<file path="src/hw/rtl/lp2c_pkg.sv">
// shared constants and types for the lidar polar to cartesian converter
// arctangent table, fixed-point widths and register indexes; no dependencies
`timescale 1ns / 1ps

package lp2c_pkg;

	localparam int IDX_W   = 11;
	localparam int RANGE_W = 16;
	localparam int ANGLE_W = 16;
	localparam int POINT_W = 17;

	// a sample index at or beyond this gives no point
	localparam int unsigned MAX_SCAN_POINTS = 2048;

	localparam int CORDIC_STEPS_DEF = 16;
	localparam int ATAN_ENTRIES     = 24;

	// vector carried in Q16 millimetres, residual angle with 2^32 per turn
	localparam int XY_W   = 35;
	localparam int Z_W    = 33;
	localparam int GAIN_W = 30;
	localparam int PROD_W = RANGE_W + GAIN_W;

	// cordic gain in Q30
	localparam logic [GAIN_W-1:0] GAIN_Q30 = 30'd652032874;

	localparam logic signed [POINT_W-1:0] OUT_LIMIT = 17'sd65535;

	localparam logic [31:0] ATAN_UNITS [ATAN_ENTRIES] = '{
		32'd536870912, 32'd316933406, 32'd167458907, 32'd85004756,
		32'd42667331,  32'd21354465,  32'd10679838,  32'd5340245,
		32'd2670163,   32'd1335087,   32'd667544,    32'd333772,
		32'd166886,    32'd83443,     32'd41722,     32'd20861,
		32'd10430,     32'd5215,      32'd2608,      32'd1304,
		32'd652,       32'd326,       32'd163,       32'd81
	};

	localparam logic REG_ANGLE_START = 1'b0;
	localparam logic REG_ANGLE_STEP  = 1'b1;

	typedef struct packed {
		logic signed [XY_W-1:0] x;
		logic signed [XY_W-1:0] y;
		logic signed [Z_W-1:0]  z;
	} lp2c_vec_t;

endpackage

</file>
<file path="src/hw/rtl/lp2c_cordic_stage.sv">
// one registered cordic rotation step with its own beat handshake
// depends on lp2c_pkg for the vector type and arctangent table
`timescale 1ns / 1ps

module lp2c_cordic_stage #(
	parameter int STEP = 0
) (
	input  logic              clk,
	input  logic              arst_n,
	input  logic              in_valid,
	output logic              in_ready,
	input  lp2c_pkg::lp2c_vec_t in_vec,
	output logic              out_valid,
	input  logic              out_ready,
	output lp2c_pkg::lp2c_vec_t out_vec
);
	import lp2c_pkg::*;

	localparam logic signed [Z_W-1:0] ATAN_Z = Z_W'(ATAN_UNITS[STEP]);

	logic signed [XY_W-1:0] x_in;
	logic signed [XY_W-1:0] y_in;
	logic signed [Z_W-1:0]  z_in;
	logic signed [XY_W-1:0] dx;
	logic signed [XY_W-1:0] dy;
	lp2c_vec_t              nxt;
	logic                   valid_q;
	lp2c_vec_t              vec_q;

	assign x_in = in_vec.x;
	assign y_in = in_vec.y;
	assign z_in = in_vec.z;
	// arithmetic shift gives floor for negative values
	assign dx = y_in >>> STEP;
	assign dy = x_in >>> STEP;

	always_comb begin
		if (!z_in[Z_W-1]) begin
			nxt.x = x_in - dx;
			nxt.y = y_in + dy;
			nxt.z = z_in - ATAN_Z;
		end else begin
			nxt.x = x_in + dx;
			nxt.y = y_in - dy;
			nxt.z = z_in + ATAN_Z;
		end
	end

	assign in_ready = !valid_q || out_ready;

	always_ff @(posedge clk or negedge arst_n) begin
		if (!arst_n) begin
			valid_q <= 1'b0;
		end else if (in_ready) begin
			valid_q <= in_valid;
		end
	end

	always_ff @(posedge clk) begin
		if (in_ready && in_valid) begin
			vec_q <= nxt;
		end
	end

	assign out_valid = valid_q;
	assign out_vec   = vec_q;

endmodule

</file>
<file path="config.mk">
export PLATFORM = sky130hd
export DESIGN_NAME = lp2c_cordic_stage
export DESIGN_NICKNAME = d
export VERILOG_FILES = /design/src/hw/rtl/lp2c_pkg.sv /design/src/hw/rtl/lp2c_cordic_stage.sv
export SDC_FILE = /design/constraint.sdc
export NUM_CORES = 1
export LEC_CHECK = 0
export BUFFER_PORTS_ARGS = -buffer_cell sky130_fd_sc_hd__buf_4
export CAP_MARGIN = 10
export CELL_PAD_IN_SITES_DETAIL_PLACEMENT = 1
export CELL_PAD_IN_SITES_GLOBAL_PLACEMENT = 1
export CORE_MARGIN = 2
export CORE_UTILIZATION = 45
export DETAILED_ROUTE_END_ITERATION = 6
export GPL_ROUTABILITY_DRIVEN = 0
export PLACE_DENSITY_LB_ADDON = 0.1
export REMOVE_ABC_BUFFERS = 1
export SYNTH_ARGS = -nofsm -noshare
export SYNTH_HDL_FRONTEND = slang
export SYNTH_SLANG_ARGS = --single-unit
</file>
<file path="constraint.sdc">
create_clock -name clk -period 9.3 [get_ports clk]
set_input_delay 1.395 -clock clk [delete_from_list [all_inputs] [get_ports clk]]
set_output_delay 1.395 -clock clk [all_outputs]
set_load 0.005 [all_outputs]
</file>
# == Word-level counts from Yosys, hierarchy flattened ==
# Cells that the tools add are included.
# op_classes
n_addsub,5
n_mux,1
n_reduce_logical,3
# ops
operator,count
$mux 103,1
$sub 35x35->35,2
$add 35x35->35,1
$add 33x31->33 const B,1
$sub 33x31->33 const B,1
$logic_and 1x1->1,1
$logic_not 1->1,1
$logic_or 1x1->1,1
# totals
reg_bits,104
in_bits,107
out_inout_bits,105
word_cells,13

# == Longest topological paths before layout ==
# Gate-level depths: netlist (run 1).
# depth
ltp_word,3
ltp_mapped,13
depth_no_buf,12

# == Worst setup path after synthesis (run 1) ==
# No wires, ideal clock.
# synth_timing
path_type,input -> register
startpoint,in out_ready
endpoint,"reg vec_q, in the netlist out_vec[0] (enable)"
setup_time_ns,0.473
arrival_time_ns,3.922
required_time_ns,8.827
slack_ns,4.905
stages,2
path_buffers,0
path_cell_list,nand2b_1 > and2_1
# synth_via
elab_chain_len,2
# synth_lines
item,line,text
from (decl),lp2c_cordic_stage.sv:14,"input logic out_ready,"
$logic_or 1x1->1,lp2c_cordic_stage.sv:49,assign in_ready = !valid_q || out_ready;
$logic_and 1x1->1,lp2c_cordic_stage.sv:60,if (in_ready && in_valid) begin
to (signal assigned),lp2c_cordic_stage.sv:61,vec_q <= nxt;
to (decl),lp2c_cordic_stage.sv:28,lp2c_vec_t vec_q;
# Every way passes these cells.
# A chain may end at the register's enable or synchronous reset.

==> metrics, run 1 <==
filler instances 2,396; Seq/Total Area, Yosys 0.335; Setup CP Type primary input to register; Vias between 8,000 and 9,000; Overall Global Routing Usage 0.281; Worst Skew between 10 and 15 ps; Die Y around 150 um; status finished clean; Skew-Pair Late Insertion Delay around 370 ps; first-pass GRT wire length 48,400 um; DR WL met3 between 1500 and 2000 um; initial antenna violation count 0; Max-cap violations 0; largest net degree at the start of global routing 63; Lkg Pwr roughly 5.0 nW; Post-synth EDFFs ~100; DRT iter0 DRCs 657; worst slew pin tran around 900 ps; antenna fix cells 0; Post-Place Cells 1,480; post-synthesis register bit count between 100 and 150; Place WS 4450 ps; post-route DRC violation count 0; Post-DP Area approximately 11,000 sq um; Synth Flop Type edfxtp_1; Final Cycle Share 0.488; num rows 52; CTS root buffer clkbuf_16; Fmax around 0.22 GHz; Top Layer Used met4; crit path max fanout 12; WP data required 9410 ps; Sink Count 103; die width between 100 and 150 um; H-Tree Level Count 3; met2 routed WL between 15,000 and 20,000 um; CTS tree built; RSZ-0062 raised after global routing no; Core Area 20,200 sq um; vias per inst 5.90; DR pass1 iterations 6; Distinct cells, synth 70; most common cell after layout, fill and taps aside buf_4; Worst IR Drop VDD approximately 0.078 mV; hold depth 2; clk slew on worst S/H paths around 80 ps; Hold Path Class register to register; Layout Nets roughly 1,400; Worst Path Arrival 4640 ps; I/O pin total approximately 210; number of global-route vias before repair between 8,000 and 9,000; Worst slew margin 0.384; setup TNS 0 ps; post-CTS resize count 0; final worst setup slack ~4800 ps; Clock Path Buffers 2; share of layout cells above drive strength 1 0.202; M1 WL around 14,000 um; commonest cells after routing, fill and taps aside buf_4, a21oi_1, ha_1; IO Port Bufs roughly 210; cell area after synthesis about 9200 sq um; Final Non-Filler Cells 1,496; Critical Path Source Type primary input; final wirelength slightly above 30,000 um; Final ANT Viol Nets 0; syn avg cell area just under 9 sq um; Power Density between 100 and 150 nW/um^2; Die ar. ~22,000 sq um; Final HPWL DP between 20,000 and 25,000 um; Max Slew Vio Count 0; GR Overflow Total 0; Worst Reg2Reg Path Length in Cells 3; Critical Path Sink Type register; Design Area, Final roughly 11,000 sq um; initial core utilization 0.457; min Tclk post-route 4530 ps; cts bufs inserted 9; Hold-fix buffers, CTS 0; ys async rst share 0.00971; Area growth syn-to-layout 22.4%; total power draw between 0.0015 and 0.002 W; post-CTS setup buffers 0; Synth Warn # 0; DR WL/cell around 21 um; final setup fails 0; gate count after technology mapping around 1,000; Hold Fails Final Rpt 0
-- where the power goes --
part	internal, W	total, W	switching [W]
clock	0.000194	0.000408	0.000214
combinational	0.000240	0.000577	0.000337
sequential	0.000579	0.000592	0.0000135
total	0.00101	0.00158	0.000565
-- synthesized netlist by cell type (3+ instances only) --
| master | instances | share of area |
|---|---|---|
| o2111ai_1 | 3 | 0.0028 |
| and3_1 | 5 | 0.0034 |
| nand3_1 | 17 | 0.0092 |
| or2_2 | 3 | 0.0020 |
| nor2b_1 | 15 | 0.010 |
| o22ai_1 | 3 | 0.0020 |
| o21ai_0 | 62 | 0.034 |
| a31oi_1 | 6 | 0.0041 |
| a31o_2 | 3 | 0.0028 |
| xnor2_1 | 59 | 0.056 |
| or4_1 | 6 | 0.0049 |
| o211ai_1 | 7 | 0.0057 |
| fa_1 | 4 | 0.0087 |
| inv_1 | 101 | 0.041 |
| nor4_1 | 7 | 0.0047 |
| o21a_1 | 10 | 0.0081 |
| o31ai_1 | 10 | 0.0081 |
| clkinv_1 | 3 | 0.0012 |
| nand2b_1 | 16 | 0.011 |
| and2_1 | 8 | 0.0054 |
| nand4_1 | 7 | 0.0047 |
| a211oi_1 | 21 | 0.017 |
| buf_1 | 5 | 0.0020 |
| mux2i_1 | 14 | 0.015 |
| o21ai_1 | 9 | 0.0049 |
| a21oi_1 | 127 | 0.069 |
| a211o_1 | 4 | 0.0038 |
| o21bai_1 | 24 | 0.020 |
| nor3_1 | 14 | 0.0076 |
| ha_1 | 104 | 0.14 |
| o41ai_1 | 4 | 0.0038 |
| buf_2 | 5 | 0.0027 |
| nand2_1 | 46 | 0.019 |
| a21o_1 | 27 | 0.022 |
| nor2_1 | 87 | 0.035 |
| a2111oi_0 | 4 | 0.0038 |
| edfxtp_1 | 102 | 0.33 |
| o221ai_1 | 3 | 0.0028 |
| clkbuf_1 | 37 | 0.015 |
| a221oi_1 | 5 | 0.0047 |
| xor2_1 | 9 | 0.0085 |
-- worst paths after layout --
kind	from	endpoint	slack, ps
min in group asynchronous	arst_n	out_valid$_DFFE_PN0N_	790
min reg2reg	out_valid$_DFFE_PN0N_	out_valid$_DFFE_PN0N_	580
max in group asynchronous	arst_n	out_valid$_DFFE_PN0N_	8430
max	in_vec[36]	out_vec[88]$_DFFE_PP_	4770
max reg2reg	out_valid$_DFFE_PN0N_	out_vec[49]$_DFFE_PP_	7080
min	out_valid$_DFFE_PN0N_	out_valid$_DFFE_PN0N_	580
-- worst max-delay path: stages --
cell       delay (ps)
buf_4             100
inv_1              50
ha_1              470
nor2_1            240
o21ai_0           170
a2111oi_2         700
o21ai_0           370
a21oi_1           270
o221ai_1          230
a211oi_1          350
o31ai_1           140
xor2_1            160
-- cell type report --
| class | instances | area [sq um] | share of cell area |
|---|---|---|---|
| clock inverter | 7 | 85.1 | 0.00754 |
| tap | 270 | 338 | 0.0299 |
| clock buffer | 9 | 225 | 0.0199 |
| timing repair buffer | 215 | 1610 | 0.143 |
| multi-input combinational | 787 | 5550 | 0.491 |
| inverter | 105 | 394 | 0.0349 |
| sequential | 103 | 3090 | 0.274 |
-- metrics by stage --
step           hold WS, ps  utilization
2_1_floorplan          537            -
3_3_place_gp           522        0.544
3_5_place_dp           574        0.544
4_1_cts                594        0.560
5_1_grt                610        0.560
6_report               584        0.560
-- metal layers --
metal,vias up,GRT usage
li1,4098,-
met1,4362,0.380
met5,-,0
met4,0,0.0673
met2,330,0.482
met3,34,0.0314
-- registers in the layout, summed over array words and instances, names as in the netlist --
signal	flops
out_valid	1
out_vec	102
-- cell families after synthesis --
logic type	count (synthesis)	synth area share
buf+inv	154	0.0645
compound gates	358	0.247
fa+ha+maj	108	0.150
simple gates	239	0.125
xor+xnor	68	0.0646
flops	103	0.335
mux	14	0.0152
(Power assumes the default switching activity.)
==> run 2, diff against run 1 <==
--- a/config.mk
+++ b/config.mk
@@ -5,12 +5,13 @@
 export SDC_FILE = /design/constraint.sdc
 export NUM_CORES = 1
 export LEC_CHECK = 0
+export ABC_AREA = 1
 export BUFFER_PORTS_ARGS = -buffer_cell sky130_fd_sc_hd__buf_4
 export CAP_MARGIN = 10
 export CELL_PAD_IN_SITES_DETAIL_PLACEMENT = 1
 export CELL_PAD_IN_SITES_GLOBAL_PLACEMENT = 1
 export CORE_MARGIN = 2
-export CORE_UTILIZATION = 45
+export CORE_UTILIZATION = 36
 export DETAILED_ROUTE_END_ITERATION = 6
 export GPL_ROUTABILITY_DRIVEN = 0
 export PLACE_DENSITY_LB_ADDON = 0.1
==> constraint.sdc (replaced) <==
create_clock -name clk -period 4.1 [get_ports clk]
set_input_delay 0.615 -clock clk [delete_from_list [all_inputs] [get_ports clk]]
set_output_delay 0.615 -clock clk [all_outputs]
set_load 0.005 [all_outputs]
==> metrics, run 2 <==
status finished clean; Worst Path Arrival about 2900 ps; filler instances 3,911; Sequential Power Share 0.351; multi-input logic area 6430 sq um; NetSw 0.00145 W; leading post-synthesis cells by instance count nand2_1, inv_1, nand3_1, nor2_1, a21oi_1; Worst slew margin 0.632; met1 Use GR 0.350; H-Tree Level Count 3; RSZ-0062 raised after global routing no; first-pass GRT wire length ~64,000 um; cell accounting for the most synthesized area edfxtp_1; share of layout cells above drive strength 1 0.141; ys async rst share 0.00971; post-synthesis register bit count approximately 100; Post-synth EDFFs between 100 and 150; Lkg Pwr 6.62 nW; Sink Count around 100; number of global-route vias before repair between 10,000 and 15,000; Hold Fails Final Rpt 0; largest net degree at the start of global routing 94; vias per inst roughly 5.2; clk slew on worst S/H paths approximately 80 ps; final setup fails 0; Die Y approximately 180 um; cell area after synthesis about 11,000 sq um; post-CTS setup buffers 0; Fmax between 0.3 and 0.4 GHz; Worst Skew ~27 ps; most common cell after layout, fill and taps aside nand2_1; Max Slew Vio Count 0; Final HPWL DP approximately 35,000 um; Comb pwr share 0.399; Critical Path Sink Type register; Pint 0.00229 W; Distinct cells, synth 42; CTS tree built; Worst IR Drop VDD slightly below 0.2 mV; Most Crowded Layer GR met2; initial core utilization 0.365; Overall Global Routing Usage 0.265; die width about 180 um; WP data required about 4200 ps; reg2reg setup slack 2420 ps; commonest cells after routing, fill and taps aside nand2_1, inv_1, buf_4; antenna fix cells 0; M3 GR Usage 0.0354; CTS root buffer clkbuf_16; min Tclk post-route between 2000 and 3000 ps; setup TNS 0 ps; met2 Use GR 0.439; Final Cycle Share 0.672; Net Sw Frac 0.388; Max-cap violations 0; Vias around 11,000; most common cell in the netlist nand2_1; DR pass1 iterations 5; Setup CP Type primary input to register; Synth Flop Type edfxtp_1; syn avg cell area about 6.6 sq um; DRT iter0 DRCs approximately 670; post-route DRC violation count 0; worst slew pin tran around 550 ps; Area growth syn-to-layout 20.2%; Hold Path Class primary input to register; Critical Path Source Type primary input; I/O pin total between 200 and 250; Largest register FFs between 100 and 150; Die ar. between 30,000 and 40,000 sq um; Layout Nets slightly above 2,000; Clock Path Buffers 2; Skew-Pair Late Insertion Delay 390 ps; register area roughly 3100 sq um; cts bufs inserted 9; Seq/Total Area, Yosys 0.286; initial antenna violation count 3; Power Density approximately 290 nW/um^2; DR WL/cell between 15 and 20 um; GR Overflow Total 0; hold_ws about 420 ps; most area-consuming cells after synthesis edfxtp_1, nand2_1, ha_1; Final ANT Viol Nets 0; IO Port Bufs 211; num rows 63; Synth Warn # 0; Yosys top cell area share 0.284; crit path max fanout 11; final wirelength ~41,000 um; Core Area a little under 30,000 sq um; clock power share 0.250; gate count after technology mapping around 1,600
run 2: cells by family after synthesis:
| group | count (synthesis) | synth area share |
|---|---|---|
| and+or+nand+nor | 842 | 0.322 |
| buffers and inverters | 310 | 0.119 |
| AOI/OAI and AO/OA | 244 | 0.120 |
| adders and majority gates | 108 | 0.128 |
| DFF | 103 | 0.286 |
| xor gates and xnor gates | 30 | 0.0243 |
run 2: per-stage QoR:
stage | setup WS (ps) | instances | power [W] | instance area [sq um] | utilization
final | 1350 | 2218 | 0.00374 | 13000 | 0.439
after global routing | 1170 | 2218 | 0.00399 | 13000 | 0.439
after CTS | 1450 | 2218 | 0.00377 | 13000 | 0.439
after detailed placement | 1080 | 2201 | 0.00281 | 12700 | 0.429
after global placement | 1090 | 2201 | 0.00278 | 12700 | 0.429
after floorplan | -2070 | 1590 | 0.00219 | 10500 | -
run 2: routing by layer:
layer / up-vias / part of all wire / routed length, um
met5: - / 0.00058 / 24
met1: 5470 / 0.46 / 18900
li1: 5607 / - / -
met4: 4 / 0.037 / 1530
met2: 298 / 0.45 / 18700
met3: 79 / 0.051 / 2110
run 2: area by class of cell:
class	count	area share
inverters	263	0.0761
well taps	390	0.0376
repair buffers	222	0.130
multi-input cells	1224	0.496
clock inverters	6	0.00521
clock buffers	10	0.0176
flip-flops and latches	103	0.238
run 2: worst max-delay path, cell delays in order:
cell and delay (ps):
buf_4 90, inv_1 40, ha_1 550, inv_1 260, nand2_1 160, nand3_1 220
nand2_1 120, nand2_1 120, nand3_1 130, nand2_1 150, nand2_1 140, nand3_1 110
nand3_1 110, nand2_1 70
run 2: power by group through the flow:
stage	logic, W	clock network, W	registers [W]
2_1_floorplan	0.000835	0	0.00136
3_3_place_gp	0.00145	0	0.00133
3_5_place_dp	0.00147	0	0.00134
4_1_cts	0.00149	0.000968	0.00131
5_1_grt	0.00167	0.000999	0.00132
6_report	0.00149	0.000936	0.00131
run 2: repair_timing:
action,CTS,global route
hold buffers,1,0
gates resized for setup,0,0
hold endpoints to repair,1,0
run 2: worst paths after layout:
path / startpoint / end / cells past startpoint
worst max-delay path: in_vec[36] / out_vec[65]$_DFFE_PP_ / 14
worst min-delay path: in_vec[15] / out_vec[15]$_DFFE_PP_ / 1
worst max register to register: out_valid$_DFFE_PN0N_ / out_vec[74]$_DFFE_PP_ / 2
worst min register to register: out_valid$_DFFE_PN0N_ / out_valid$_DFFE_PN0N_ / 2
max in group asynchronous: arst_n / out_valid$_DFFE_PN0N_ / 2
min in group asynchronous: arst_n / out_valid$_DFFE_PN0N_ / 2
